### config.mk
export PLATFORM = sky130hd
export DESIGN_NAME = jdr_sqrt_cell
export DESIGN_NICKNAME = d
export VERILOG_FILES = /design/src/rtl/jdr_pkg.sv /design/src/rtl/jdr_sqrt_cell.sv
export SDC_FILE = /design/constraint.sdc
export NUM_CORES = 1
export LEC_CHECK = 0
export BUFFER_PORTS_ARGS = -buffer_cell sky130_fd_sc_hd__buf_2
export CAP_MARGIN = 20
export CORE_ASPECT_RATIO = 1.75
export CORE_MARGIN = 10
export CORE_UTILIZATION = 41
export CTS_BUF_LIST = sky130_fd_sc_hd__clkbuf_8
export DETAILED_ROUTE_END_ITERATION = 7
export PLACE_DENSITY = 0.8
export SETUP_SLACK_MARGIN = 0.4
export SYNTH_ARGS = -nofsm -noshare
export SYNTH_HDL_FRONTEND = slang
export SYNTH_SLANG_ARGS = --single-unit
export TNS_END_PERCENT = 50
### constraint.sdc
create_clock -name clock -period 2.6 [get_ports clock]
set_input_delay 0.52 -clock clock [delete_from_list [all_inputs] [get_ports clock]]
set_output_delay 0.52 -clock clock [all_outputs]
set_load 0.005 [all_outputs]
### src/rtl/jdr_pkg.sv
`timescale 1ns / 1ps
// ============================================================================
// jdr_pkg
// Shared types and constants for the joystick deadzone rescale core.
// ============================================================================
package jdr_pkg;

   localparam int SAMPLE_BITS = 16;
   localparam int FRAC_BITS   = SAMPLE_BITS - 1;
   localparam int GUARD_BITS  = 32 - SAMPLE_BITS;
   localparam int SQ_BITS     = 2 * SAMPLE_BITS;
   localparam int ROOT_BITS   = (SQ_BITS + 2 * GUARD_BITS) / 2;
   localparam int REM_BITS    = ROOT_BITS + 2;
   localparam int DIV_BITS    = SAMPLE_BITS + ROOT_BITS;
   localparam int SQRT_CELLS  = ROOT_BITS;
   localparam int DIV_CELLS   = FRAC_BITS;
   // Input register, squares, radius sum, root cells, product stage,
   // saturation stage, divider cells and the output register.
   localparam int LATENCY     = 3 + SQRT_CELLS + 2 + DIV_CELLS + 1;

   localparam logic CSR_ZONE_MODE = 1'b0;
   localparam logic CSR_ZONE_SIZE = 1'b1;

   localparam logic MODE_AXIAL  = 1'b0;
   localparam logic MODE_RADIAL = 1'b1;

   typedef struct packed {
      logic signed [SAMPLE_BITS-1:0] x_in;
      logic signed [SAMPLE_BITS-1:0] y_in;
   } jdr_req_type;

   typedef struct packed {
      logic signed [SAMPLE_BITS-1:0] x_out;
      logic signed [SAMPLE_BITS-1:0] y_out;
   } jdr_rsp_type;

   typedef struct packed {
      logic                 mode;
      logic [FRAC_BITS-1:0] zsize;
      logic [SAMPLE_BITS-1:0] xm;
      logic [SAMPLE_BITS-1:0] ym;
      logic                 xn;
      logic                 yn;
      logic                 zero;
   } jdr_side_type;

   typedef struct packed {
      logic [REM_BITS-1:0]  rem;
      logic [ROOT_BITS-1:0] root;
      logic [SQ_BITS-1:0]   pend;
   } jdr_sqrt_type;

   typedef struct packed {
      logic [DIV_BITS-1:0]  rem_x;
      logic [DIV_BITS-1:0]  rem_y;
      logic [DIV_BITS-1:0]  d;
      logic [FRAC_BITS-1:0] q_x;
      logic [FRAC_BITS-1:0] q_y;
      logic                 sat_x;
      logic                 sat_y;
      logic                 zero_x;
      logic                 zero_y;
      logic                 xn;
      logic                 yn;
   } jdr_div_type;

endpackage

### src/rtl/jdr_sqrt_cell.sv
`timescale 1ns / 1ps
// ============================================================================
// jdr_sqrt_cell
// One digit of the restoring square root; takes two radicand bits per beat.
// ============================================================================
module jdr_sqrt_cell (
   input  logic                  clock,
   input  logic                  reset,
   input  logic                  in_valid,
   input  jdr_pkg::jdr_side_type in_side,
   input  jdr_pkg::jdr_sqrt_type in_data,
   output logic                  out_valid,
   output jdr_pkg::jdr_side_type out_side,
   output jdr_pkg::jdr_sqrt_type out_data
);

   logic                  valid_ff;
   jdr_pkg::jdr_side_type side_ff;
   jdr_pkg::jdr_sqrt_type data_ff;
   jdr_pkg::jdr_sqrt_type data_in;
   logic [jdr_pkg::REM_BITS+1:0] rem_sh;
   logic [jdr_pkg::REM_BITS+1:0] trial;

   always_comb begin
      rem_sh = {in_data.rem, in_data.pend[jdr_pkg::SQ_BITS-1 -: 2]};
      trial  = {2'b00, in_data.root, 2'b01};
      data_in.pend = {in_data.pend[jdr_pkg::SQ_BITS-3:0], 2'b00};
      if (rem_sh >= trial) begin
         data_in.rem  = jdr_pkg::REM_BITS'(rem_sh - trial);
         data_in.root = {in_data.root[jdr_pkg::ROOT_BITS-2:0], 1'b1};
      end else begin
         data_in.rem  = rem_sh[jdr_pkg::REM_BITS-1:0];
         data_in.root = {in_data.root[jdr_pkg::ROOT_BITS-2:0], 1'b0};
      end
   end

   always_ff @(posedge clock) begin
      if (reset) begin
         valid_ff <= 1'b0;
      end else begin
         valid_ff <= in_valid;
      end
      side_ff <= in_side;
      data_ff <= data_in;
   end

   assign out_valid = valid_ff;
   assign out_side  = side_ff;
   assign out_data  = data_ff;

endmodule

==> summary.md <==
The run gives 0 as the count of endpoints failing hold in the final timing report. The kind of path behind the tightest hold check is in -> reg. STA classifies the critical path endpoint as a flip-flop. For this run, global-route usage on met2 was measured as 41.79%. After clock tree synthesis, the flow added hold-fix buffers numbering 0. The maximum ir drop on the vdd rail was 0.0003074 V. The dominant cell by count in the synthesized netlist is sky130_fd_sc_hd__dfxtp_1.

For the final design area excluding fillers, the log shows 8793 um2. Each instance of the synthesized netlist takes up on average 10.30 um2. Input and output buffers added on the ports amount to 299. Global routing finished with a remaining overflow of 0. The initial antenna violation count was 2; the clock buffer count from CTS was 17.

The area share of the largest cell type after synthesis is 54.46%, and the first-pass iteration count of the detailed router is 4. Cells with a size suffix above 1 make up 55.38% of the layout. The core region is 13010 um2. On the final layout, the worst hold slack is 0.1718 ns.

The critical path in this run is classified as in -> reg. For the post-layout utilization of the core, the log shows 67.61%. The final estimated routing congestion in global placement was 0.9130. The total via count after detailed routing was 5322; the maximum number of pins on one net before global-route repair was 26.

In the synthesized netlist the dominant register cell turns out to be sky130_fd_sc_hd__dfxtp_1. The initial utilization of the core area, before any placement, comes to 41.83%. Data arrives at the worst endpoint at 2.67 ns. Final-report max-slew violation count: 0. In this run the cell area of the synthesized design comes to 5440 um2. The leakage power was 4.331 nW. TritonCTS built the clock tree. The die covers 18460 um2. The average routed wire per standard cell was 19.44 um; the number of H-tree levels was 4. Across the run, the number of max-cap violations was 0. For the setup-violating endpoint count in the final report, the log shows 0. The post-route fraction of the period consumed by the critical path is 89.79%. The worst setup path is launched from a primary input. Synthesis handed over a netlist of 528 instances.

The clock transition at the registers of the reported paths is 0.10 ns, and the detailed-route wire length is 21620 um. The run gives 62 as the number of distinct library cells after synthesis. The met1 global-route usage is 18.53%, and the proportion of synthesized flip-flops having asynchronous set or reset is 0%. The global routing's busiest layer is met2. The number of enable-type register cells in the synthesized netlist was 0. The first global-routing pass estimated 30570 um of wire. The detail route stage leaves a number of antenna-violating nets equal to 0. Count of warnings emitted by yosys: 0. After detailed routing, the number of remaining DRC violations is 0. Row generation in the floorplan step produced 55 rows. The run gives 5669 as the via count of the first global-routing pass.

The clock period minus final worst setup slack is 2.335 ns, and the number of violations reported at the end of detailed-routing iteration 0 is 166. The logs give 2.93 ns for the endpoint required time on the critical path and 0 ns for the setup total negative slack. The number of sinks handled by clock tree synthesis was 148. Setup repair after global routing could not meet its margin everywhere. In the global route stage, met3 resource usage came out at 10.81%.

The placed wire-length estimate after detailed placement came out at 17330 um. The root buffer cell chosen for the clock tree is sky130_fd_sc_hd__clkbuf_8. From synthesis to final layout, the design area changed by 61.64%. By area the synthesized netlist is led by sky130_fd_sc_hd__dfxtp_1, sky130_fd_sc_hd__ha_1, sky130_fd_sc_hd__nand2_1, sky130_fd_sc_hd__o21ai_0, sky130_fd_sc_hd__inv_1. The logs give 302 for the number of I/O pins and 5.621 mW for the total chip power. Power per unit of standard cell area: 639.2 nW/um2.

No sink is reached through more buffers than the 2 on the longest clock path. The synthesized design spends more area on one cell type than any other, namely sky130_fd_sc_hd__dfxtp_1. Derived from the worst setup path, the maximum achievable clock frequency is 428.3 MHz. The global routing usage summed across all routing layers is 21.75%. The sequential area share after synthesis came out at 54.46%. The net count of the finished layout is 1112. The mean number of vias per cell was 4.786; the top fanout value on the critical path was 5. Ranked by instance count, the synthesized netlist is headed by sky130_fd_sc_hd__dfxtp_1, sky130_fd_sc_hd__nand2_1, sky130_fd_sc_hd__inv_1.

From left edge to right edge, the die measures 107.1 um. In this run the vertical extent of the chip is 172.4 um. In this run the cell area measured after placement is 7843 um2. The number of storage elements in the synthesis netlist came out at 148.

The run finished with clean final reports.
logic make-up after synthesis:
family	synth area share, %
flops	54.46
mux	1.012
simple gates	10.42
xor+xnor	4.347
fa+ha+maj	7.820
other cells	0.06893
compound gates	17.13
buf+inv	4.737
metal layers:
metal	wire (um)	vias to the layer above
met3	2460	30
met5	19	-
met1	6778	2450
li1	-	2613
met2	11890	227
met4	472	2
layout by cell type, fill, tap and decap left out, types with 14 or more instances in the layout:
| cell | instances |
|---|---|
| sky130_fd_sc_hd__a21o_1 | 19 |
| sky130_fd_sc_hd__buf_4 | 89 |
| sky130_fd_sc_hd__nor2_1 | 16 |
| sky130_fd_sc_hd__inv_1 | 26 |
| sky130_fd_sc_hd__nand2_1 | 54 |
| sky130_fd_sc_hd__clkbuf_8 | 17 |
| sky130_fd_sc_hd__ha_4 | 19 |
| sky130_fd_sc_hd__a21oi_1 | 19 |
| sky130_fd_sc_hd__buf_2 | 285 |
| sky130_fd_sc_hd__dfxtp_1 | 148 |
| sky130_fd_sc_hd__xnor2_1 | 14 |
| sky130_fd_sc_hd__o21ai_0 | 27 |
sequential cells by signal (all words and copies together), names as in the netlist:
register   cells
out_valid      1
out_side      51
out_data      96
power by group:
group          switching [mW]  leakage, nW  internal, mW
combinational           0.682         2.89         0.724
sequential             0.0484         1.25          2.48
clock                   0.986        0.189         0.705
cell type report:
| type | instances | area, um2 |
|---|---|---|
| clock inverter | 15 | 136.4 |
| tap | 171 | 214.0 |
| fill | 1007 | 4213 |
| antenna | 2 | 5.005 |
| multi-input combinational | 323 | 2698 |
| inverter | 43 | 183.9 |
| timing repair buffer | 393 | 2360 |
| sequential | 148 | 2963 |
| clock buffer | 17 | 234.0 |
what timing repair did:
item / 4_1_cts / 5_1_grt
gates resized for setup: 15 / 72
endpoints found under the setup margin: 33 / 35
pin swaps: 14 / 46
setup buffers: 4 / 16
gates cloned: 1 / 3
final timing paths:
check / start / endpoint / cells after the start
worst max-delay path: in_data[65] / out_data[93]$_DFF_P_ / 11
worst min-delay path: in_side[46] / out_side[46]$_DFF_P_ / 1
per-stage QoR:
step	std cells	setup slack [ns]
5_1_grt	1110	0.1890
4_1_cts	1091	0.3189
2_1_floorplan	529	0.1324
6_report	1112	0.2654
3_5_place_dp	1054	-0.2442
3_3_place_gp	1054	-0.1800
critical path, stage by stage:
cell and delay [ns]:
sky130_fd_sc_hd__buf_4 0.14, sky130_fd_sc_hd__ha_4 0.29, sky130_fd_sc_hd__o21ai_2 0.06, sky130_fd_sc_hd__a22oi_2 0.24
sky130_fd_sc_hd__o2111ai_2 0.22, sky130_fd_sc_hd__a2111oi_4 0.49, sky130_fd_sc_hd__o41ai_4 0.13, sky130_fd_sc_hd__buf_4 0.17
sky130_fd_sc_hd__o21ai_1 0.19, sky130_fd_sc_hd__xnor2_1 0.14, sky130_fd_sc_hd__o21ai_1 0.07
Note: power is estimated with default switching activity, not from simulation.
