**src/rtl/jdr_pkg.sv**
```systemverilog
`timescale 1ns / 1ps
// ============================================================================
// jdr_pkg
// Shared types and constants for the joystick deadzone rescale core.
// ============================================================================
package jdr_pkg;

   localparam int SAMPLE_BITS = 16;
   localparam int FRAC_BITS   = SAMPLE_BITS - 1;
   localparam int GUARD_BITS  = 32 - SAMPLE_BITS;
   localparam int SQ_BITS     = 2 * SAMPLE_BITS;
   localparam int ROOT_BITS   = (SQ_BITS + 2 * GUARD_BITS) / 2;
   localparam int REM_BITS    = ROOT_BITS + 2;
   localparam int DIV_BITS    = SAMPLE_BITS + ROOT_BITS;
   localparam int SQRT_CELLS  = ROOT_BITS;
   localparam int DIV_CELLS   = FRAC_BITS;
   // Input register, squares, radius sum, root cells, product stage,
   // saturation stage, divider cells and the output register.
   localparam int LATENCY     = 3 + SQRT_CELLS + 2 + DIV_CELLS + 1;

   localparam logic CSR_ZONE_MODE = 1'b0;
   localparam logic CSR_ZONE_SIZE = 1'b1;

   localparam logic MODE_AXIAL  = 1'b0;
   localparam logic MODE_RADIAL = 1'b1;

   typedef struct packed {
      logic signed [SAMPLE_BITS-1:0] x_in;
      logic signed [SAMPLE_BITS-1:0] y_in;
   } jdr_req_type;

   typedef struct packed {
      logic signed [SAMPLE_BITS-1:0] x_out;
      logic signed [SAMPLE_BITS-1:0] y_out;
   } jdr_rsp_type;

   typedef struct packed {
      logic                 mode;
      logic [FRAC_BITS-1:0] zsize;
      logic [SAMPLE_BITS-1:0] xm;
      logic [SAMPLE_BITS-1:0] ym;
      logic                 xn;
      logic                 yn;
      logic                 zero;
   } jdr_side_type;

   typedef struct packed {
      logic [REM_BITS-1:0]  rem;
      logic [ROOT_BITS-1:0] root;
      logic [SQ_BITS-1:0]   pend;
   } jdr_sqrt_type;

   typedef struct packed {
      logic [DIV_BITS-1:0]  rem_x;
      logic [DIV_BITS-1:0]  rem_y;
      logic [DIV_BITS-1:0]  d;
      logic [FRAC_BITS-1:0] q_x;
      logic [FRAC_BITS-1:0] q_y;
      logic                 sat_x;
      logic                 sat_y;
      logic                 zero_x;
      logic                 zero_y;
      logic                 xn;
      logic                 yn;
   } jdr_div_type;

endpackage

```
**src/rtl/jdr_div_cell.sv**
```systemverilog
`timescale 1ns / 1ps
// ============================================================================
// jdr_div_cell
// One quotient bit of the restoring divider for both axes.
// ============================================================================
module jdr_div_cell (
   input  logic                 clock,
   input  logic                 reset,
   input  logic                 in_valid,
   input  jdr_pkg::jdr_div_type in_data,
   output logic                 out_valid,
   output jdr_pkg::jdr_div_type out_data
);

   logic                 valid_ff;
   jdr_pkg::jdr_div_type data_ff;
   jdr_pkg::jdr_div_type data_in;
   logic [jdr_pkg::DIV_BITS:0] rx2;
   logic [jdr_pkg::DIV_BITS:0] ry2;
   logic [jdr_pkg::DIV_BITS:0] dd;

   always_comb begin
      data_in = in_data;
      rx2 = {in_data.rem_x, 1'b0};
      ry2 = {in_data.rem_y, 1'b0};
      dd  = {1'b0, in_data.d};
      if (rx2 >= dd) begin
         data_in.rem_x = jdr_pkg::DIV_BITS'(rx2 - dd);
         data_in.q_x   = {in_data.q_x[jdr_pkg::FRAC_BITS-2:0], 1'b1};
      end else begin
         data_in.rem_x = rx2[jdr_pkg::DIV_BITS-1:0];
         data_in.q_x   = {in_data.q_x[jdr_pkg::FRAC_BITS-2:0], 1'b0};
      end
      if (ry2 >= dd) begin
         data_in.rem_y = jdr_pkg::DIV_BITS'(ry2 - dd);
         data_in.q_y   = {in_data.q_y[jdr_pkg::FRAC_BITS-2:0], 1'b1};
      end else begin
         data_in.rem_y = ry2[jdr_pkg::DIV_BITS-1:0];
         data_in.q_y   = {in_data.q_y[jdr_pkg::FRAC_BITS-2:0], 1'b0};
      end
   end

   always_ff @(posedge clock) begin
      if (reset) begin
         valid_ff <= 1'b0;
      end else begin
         valid_ff <= in_valid;
      end
      data_ff <= data_in;
   end

   assign out_valid = valid_ff;
   assign out_data  = data_ff;

endmodule

```
**config.mk**
```make
export PLATFORM = sky130hd
export DESIGN_NAME = jdr_div_cell
export DESIGN_NICKNAME = d
export VERILOG_FILES = /design/src/rtl/jdr_pkg.sv /design/src/rtl/jdr_div_cell.sv
export SDC_FILE = /design/constraint.sdc
export NUM_CORES = 1
export LEC_CHECK = 0
export ABC_CLOCK_PERIOD_IN_PS = 4260
export BUFFER_PORTS_ARGS = -buffer_cell sky130_fd_sc_hd__buf_2
export CAP_MARGIN = 20
export CORE_ASPECT_RATIO = 0.7
export CORE_MARGIN = 2
export CORE_UTILIZATION = 51
export CTS_CLUSTER_DIAMETER = 50
export DETAILED_ROUTE_END_ITERATION = 16
export PLACE_DENSITY = 0.91
export SLEW_MARGIN = 20
export SYNTH_ARGS = -nofsm -noshare
export SYNTH_HDL_FRONTEND = slang
export SYNTH_SLANG_ARGS = --single-unit
```
**constraint.sdc**
```tcl
create_clock -name clock -period 4.26 [get_ports clock]
set_clock_uncertainty 0.15 [all_clocks]
set_input_delay 0.426 -clock clock [delete_from_list [all_inputs] [get_ports clock]]
set_output_delay 0.426 -clock clock [all_outputs]
set_load 0.02 [all_outputs]
```
==> metrics, run 1 <==
MaxCap Viol Count=0; cell count after placement=~1800; Finished Layout Cells=1954; Residual DRC=0; crit path time final=between 4 and 5 ns; crit-path max FO=18; post-layout net count=1951; Critical Path RT=roughly 4.4 ns; post-DP HPWL=27900 um; CP delay by family, top=compound AO/OA/AOI/OAI gates; P&R area growth vs syn=34.2%; GR Overflow Total=0; hold crit path type=in -> reg; CTS max path bufs=2; Antenna Nets Post-Route=0; post-route cell area=14000 um^2; Clock Root Buffer=clkbuf_16; vias per inst=around 5.7; Wirelength per Cell=18.9 um; EDFF count, synth=0; Synth top area share=34.9%; Post-Syn Nets=1524; Data arrival, critical path=~4.2 ns; synthesized area=around 10000 um^2; power density over cell area=a little over 400 nW/um^2; cell with the most instances after synthesis=dfxtp_1; Slew headroom=between 50% and 60%; RSZ-0062 raised after global routing=no; Cell variety after synth=70; Least-Margin Pin Slew=0.676 ns; Top Ports=364; top cells by area, synth=dfxtp_1 (35%), ha_1 (12%), a21oi_1 (6.5%); # H-tree levels=4; fmax=247 MHz; area of the core=19900 um^2; WS Path Type=in -> reg; critical-path cell list=dlygate4sd3_1 -> buf_2 -> inv_1 -> ha_1 -> nand2_1 -> o21ai_0 -> a31oi_1 -> o21ai_0 -> a21oi_1 -> a21oi_2 -> a41oi_2 -> o41a_2 -> buf_4 -> o41ai_2; CTS tree=yes; maximum number of pins on one net before global-route repair=48; Synth async-reset ratio=0%; CP peak stage delay=0.61 ns; DIE WIDTH=175 um; setup TNS=0 ns; Max Slew Vio Count=0; register area share after synthesis=34.9%; initial drt markers=1094; Peak VDD IR=0.242 mV; CTS Sinks=181; PortBufs=between 300 and 400; die area=21600 um^2; leakage=6.88 nW; crit path capture type=flop; Yosys Warn Count=0; Mean Syn Cell Area=8.36 um^2; first-pass GRT wire length=54300 um; ys flop type=dfxtp_1; status=completed; slowest CP cell=o41a_2; FP Rows=43; cell taking the most area after synthesis=dfxtp_1; CP most frequent cell=o21ai_0; top cells by instance count after synthesis=dfxtp_1 (181), a21oi_1 (134), nand2_1 (125); vias in the first global route=10300; CTS clk-pin slew, worst paths=about 0.07 ns; Placed Area=12500 um^2; layout cells sized above 1=26.3%; via count=11200; WL final=36800 um; All-Layer GR Usage=32.3%; Core Util, Final=between 70% and 80%; chip height=123 um; Initial Utilization=52.2%; initial antenna violation count=3; Pre-antenna DRT Iters=8; post-synthesis cell count=~1200; crit path buf inv count=4; # setup viols final=0; synthesized flop and latch total=181; Num CTS Buffers=17; crit start category=primary input; Period Utilization, post-route=95.0%; RePlAce Congestion=0.970; final hold violation count=0
stage by stage:
step	power (mW)	worst slack, ns	hold slack [ns]
6_report	5.77	0.212	0.0442
5_1_grt	6.01	0.0514	0.0378
3_3_place_gp	3.80	0.540	0.378
3_5_place_dp	3.84	0.486	0.380
4_1_cts	5.72	0.374	0.0412
2_1_floorplan	3.23	1.11	0.304
cells by family (layout without fill, tap and decap cells):
group | count (synthesis) | after routing | share of synthesized area, %
adder cells (fa/ha/maj) | 98 | 98 | 11.9
XOR/XNOR | 83 | 83 | 6.99
buffers and inverters | 122 | 561 | 4.78
multiplexers | 14 | 14 | 1.50
AND/OR/NAND/NOR | 336 | 336 | 14.9
other | 0 | 2 | 0
AO/OA/AOI/OAI | 409 | 409 | 25.0
flip-flops | 181 | 181 | 34.9
layer usage:
layer,vias up,routed length [um],track usage (%)
met5,-,0,0
met4,0,929,9.32
met3,88,4100,7.81
met2,688,16200,51.4
met1,5120,15600,43.7
li1,5264,-,-
where the power goes:
| part | leakage [nW] | internal (mW) | switching (mW) |
|---|---|---|---|
| Sequential | 1.53 | 1.93 | 0.0678 |
| Clock | 0.331 | 1.13 | 0.714 |
| Combinational | 5.02 | 0.740 | 1.18 |
repair_timing:
| item | CTS | global route |
|---|---|---|
| resized for setup | 0 | 0 |
| endpoints found under the hold margin | 81 | 0 |
| buffers inserted | 0 | 0 |
| endpoints found under the setup margin | 0 | 0 |
| hold buffers | 81 | 0 |
sequential cells by signal (all words and copies together), names as in the netlist:
name / count
out_data: 180
out_valid: 1
final cells by class:
class                   instances  area (um^2)
clock inverters                12          235
fillers                      1550         5960
repair buffers                457         2760
inverters                      73          274
well taps                     270          338
clock buffers                  19          443
flip-flops and latches        181         3620
diodes                          2         5.00
multi-input cells             940         6280
cells in the final DEF (no fill, tap or decap), drive strengths merged, types with 4 or more instances in the layout:
cell type / instances
o31ai: 7
a211o: 4
a311oi: 4
and3: 15
a31oi: 16
xnor2: 45
xor2: 38
a21boi: 6
nand2b: 10
nand2: 125
or3: 5
o21ai: 99
and2: 10
or2: 4
o22ai: 4
nor3: 13
a211oi: 7
a221oi: 4
nand4: 19
inv: 79
a21oi: 135
nand3: 26
nor2b: 11
nor2: 83
buf: 376
clkbuf: 19
ha: 96
dlygate4sd3: 81
o211ai: 5
mux2: 13
bufinv: 6
dfxtp: 181
o21bai: 14
nor4: 5
a21o: 61
o21a: 12
path summary, 6_finish.rpt:
kind	cells past startpoint	slack [ns]	endpoint	start
hold / removal	1	0.04	out_data[37]	in_data[37]
setup / recovery	14	0.21	out_data[171]	in_data[47]
(Power assumes the default switching activity.)
==> run 2, diff against run 1 <==
Settings changed: ABC_AREA set to 1, CORE_UTILIZATION 51 to 55, PLACE_DENSITY 0.91 to 0.93.
==> metrics, run 2 <==
All-Layer GR Usage=41.1% (was 32.3%); Data arrival, critical path=3.71 ns (was 4.22 ns); # H-tree levels=4 (unchanged); final hold violation count=0 (unchanged); share of total power in the clock network=27.8% (was 32.0%); max reg flops=180 (unchanged); top cells by area, synth=nand2_1 (28%), dfxtp_1 (26%), inv_1 (14%) (was dfxtp_1 (35%), ha_1 (12%), a21oi_1 (6.5%)); CP most frequent cell=nand2_1 (was o21ai_0); synthesized area=13800 um^2 (was 10400 um^2); crit path capture type=flop (unchanged); crit-path max FO=24 (was 18); register area share after synthesis=26.2% (was 34.9%); status=completed (unchanged); most frequent cells in the layout=nand2_1 (1034), inv_1 (509), buf_2 (361), nor2_1 (201), dfxtp_1 (181) (was buf_2 (361), dfxtp_1 (181), a21oi_1 (134), nand2_1 (125), ha_1 (96)); synthesized flop and latch total=181 (unchanged); layout cells sized above 1=14.7% (was 26.3%); GR Util met2=65.2% (was 51.4%); Synth async-reset ratio=0% (unchanged); critical path depth=17 (was 14); PnR worst setup slack=0.725 ns (was 0.212 ns); cell with the most instances after synthesis=nand2_1 (was dfxtp_1); HP Start=in_data[60] (was in_data[37]); post-layout net count=3117 (was 1951); die area=26400 um^2 (was 21600 um^2); Top Ports=364 (unchanged); PortBufs=361 (unchanged); initial antenna violation count=1 (was 3); switching part of the total=40.5% (was 34.1%); slowest CP cell=dlygate4sd3_1 (was o41a_2); cell count after placement=3066 (was 1840); Hold Path Depth=1 (unchanged); combinational power share=38.0% (was 33.3%); commonest non-fill, non-tap cell in the layout=nand2_1 (was buf_2); RSZ-0062 raised after global routing=no (unchanged); vias in the first global route=15700 (was 10300); post-DP HPWL=44200 um (was 27900 um); CTS tree=yes (unchanged); leakage=10.7 nW (was 6.88 nW); crit path to=out_data[128] (was out_data[171]); CTS resizes=0 (unchanged); met3 Use GR=11.3% (was 7.81%); CP delay by family, top=buffers and inverters (was compound AO/OA/AOI/OAI gates); FILL cells=2250 (was 1550); setup TNS=0 ns (unchanged); WS Path Type=in -> reg (unchanged); CTS max path bufs=2 (unchanged); top cells by instance count after synthesis=nand2_1 (1034), inv_1 (509), nor2_1 (201) (was dfxtp_1 (181), a21oi_1 (134), nand2_1 (125)); Period Utilization, post-route=83.0% (was 95.0%); Yosys Warn Count=0 (unchanged); first-pass GRT wire length=83700 um (was 54300 um); Placed Area=15900 um^2 (was 12500 um^2); area of the core=24700 um^2 (was 19900 um^2); dpl ws=0.909 ns (was 0.486 ns); maximum number of pins on one net before global-route repair=48 (unchanged); Finished Layout Cells=3175 (was 1954); hold crit path type=in -> reg (unchanged); Peak VDD IR=0.276 mV (was 0.242 mV); # setup viols final=0 (unchanged); DIE WIDTH=193 um (was 175 um); GRT met1 Usage=52.6% (was 43.7%); Antenna Nets Post-Route=0 (unchanged); power density over cell area=337 nW/um^2 (was 413 nW/um^2); Slew headroom=58.0% (was 54.7%); Int Pwr=3.45 mW (was 3.80 mW); post-synthesis cell count=2411 (was 1243); CP peak stage delay=0.52 ns (was 0.61 ns); busiest grt layer=met2 (unchanged); initial drt markers=2022 (was 1094); chip height=137 um (was 123 um); RePlAce Congestion=0.997 (was 0.970); GR Overflow Total=0 (unchanged); Pre-antenna DRT Iters=6 (was 8); Clock Root Buffer=clkbuf_16 (unchanged); P&R area growth vs syn=24.6% (was 34.2%); Reg power frac=34.2% (was 34.7%); Least-Margin Pin Slew=0.629 ns (was 0.676 ns); Critical Path RT=4.43 ns (about the same); Max Slew Vio Count=0 (unchanged); crit path time final=3.54 ns (was 4.05 ns); Cell variety after synth=27 (was 70); Num CTS Buffers=17 (unchanged); CTS Sinks=181 (unchanged); via count=17100 (was 11200); CTS clk-pin slew, worst paths=0.08 ns (was 0.07 ns); Initial Utilization=56.0% (was 52.2%); Wirelength per Cell=17.7 um (was 18.9 um); vias per inst=5.38 (was 5.71); post-route cell area=17200 um^2 (was 14000 um^2); critical-path cell list=dlygate4sd3_1 -> buf_2 -> inv_1 -> ha_1 -> nand2_1 -> inv_1 -> nand2_1 -> nand2_1 -> inv_1 -> nand3_2 -> nand2_1 -> nand2_2 -> nand3_2 -> nand3_2 -> buf_4 -> nand2_1 -> nand2_1 (was dlygate4sd3_1 -> buf_2 -> inv_1 -> ha_1 -> nand2_1 -> o21ai_0 -> a31oi_1 -> o21ai_0 -> a21oi_1 -> a21oi_2 -> a41oi_2 -> o41a_2 -> buf_4 -> o41ai_2); ys flop type=dfxtp_1 (unchanged); crit path buf inv count=6 (was 4); Post-Syn Nets=2692 (was 1524); cell taking the most area after synthesis=nand2_1 (was dfxtp_1); Worst Setup SP=in_data[44] (was in_data[47]); EDFF count, synth=0 (unchanged); fmax=283 MHz (was 247 MHz); crit start category=primary input (unchanged); Residual DRC=0 (unchanged); FP Rows=48 (was 43); Synth top area share=28.1% (was 34.9%); MaxCap Viol Count=0 (unchanged); hold_ws=0.0195 ns (was 0.0442 ns); WL final=56300 um (was 36800 um); NetSw=2.35 mW (was 1.96 mW); Mean Syn Cell Area=5.73 um^2 (was 8.36 um^2)
[run 2: changes by cell type after synthesis, sizes merged, moves of 66 or more]
cell   change
o21ai     -99
nor2     +122
nand4     +97
nand3     +66
a21oi     -81
inv      +436
nand2    +911
[run 2: timing repair]
item,CTS,global route
hold buffers,76,0
hold endpoints to repair,76,0
buffers inserted,0,0
[run 2: cell families (layout without fill, tap and decap cells)]
logic type | Yosys count | in the layout | synth area share [%]
AOI/OAI and AO/OA | 64 | 64 | 2.55
xor gates and xnor gates | 50 | 50 | 3.17
adders and majority gates | 98 | 98 | 8.98
buffers and inverters | 549 | 987 | 15.5
DFF | 181 | 181 | 26.2
other | 0 | 1 | 0
and+or+nand+nor | 1469 | 1469 | 43.6
[run 2: area by class of cell]
class / count / area, um^2 / share of cell area, %
Multi-Input combinational cell: 1681 / 8070 / 46.9
Clock inverter: 12 / 119 / 0.690
Tap cell: 325 / 407 / 2.36
Timing Repair Buffer: 446 / 2650 / 15.4
Antenna cell: 1 / 2.50 / 0.0145
Inverter: 509 / 1910 / 11.1
Clock buffer: 20 / 437 / 2.54
Sequential cell: 181 / 3620 / 21.0
[run 2: per-layer routing]
layer | routed length [um] | share of wire (%)
met1 | 22300 | 40
met2 | 24500 | 44
met3 | 6890 | 12
met4 | 2610 | 4.6
met5 | 0 | 0
[run 2: per-stage QoR]
step	util, %	power (mW)
2_1_floorplan	-	3.36
5_1_grt	69.7	6.03
6_report	69.7	5.80
3_5_place_dp	64.4	4.07
3_3_place_gp	64.4	4.03
4_1_cts	69.7	5.69
[run 2: power groups by stage]
stage | clock network [mW] | logic [mW] | registers [mW]
floorplan | 0 | 1.05 | 2.30
global placement | 0 | 2.03 | 2.00
detailed placement | 0 | 2.06 | 2.01
CTS | 1.59 | 2.13 | 1.98
global route | 1.66 | 2.38 | 2.00
finish | 1.61 | 2.20 | 1.98
[run 2: how the worst min path moves through the flow]
| stage | to | slack [ns] |
|---|---|---|
| detailed placement | out_data[1] | 0.38 |
| CTS | out_data[66] | 0.002 |
| finish | out_data[60] | 0.02 |
| global placement | out_data[10] | 0.38 |
| floorplan | out_data[0] | 0.30 |
| global route | out_data[60] | 0.007 |
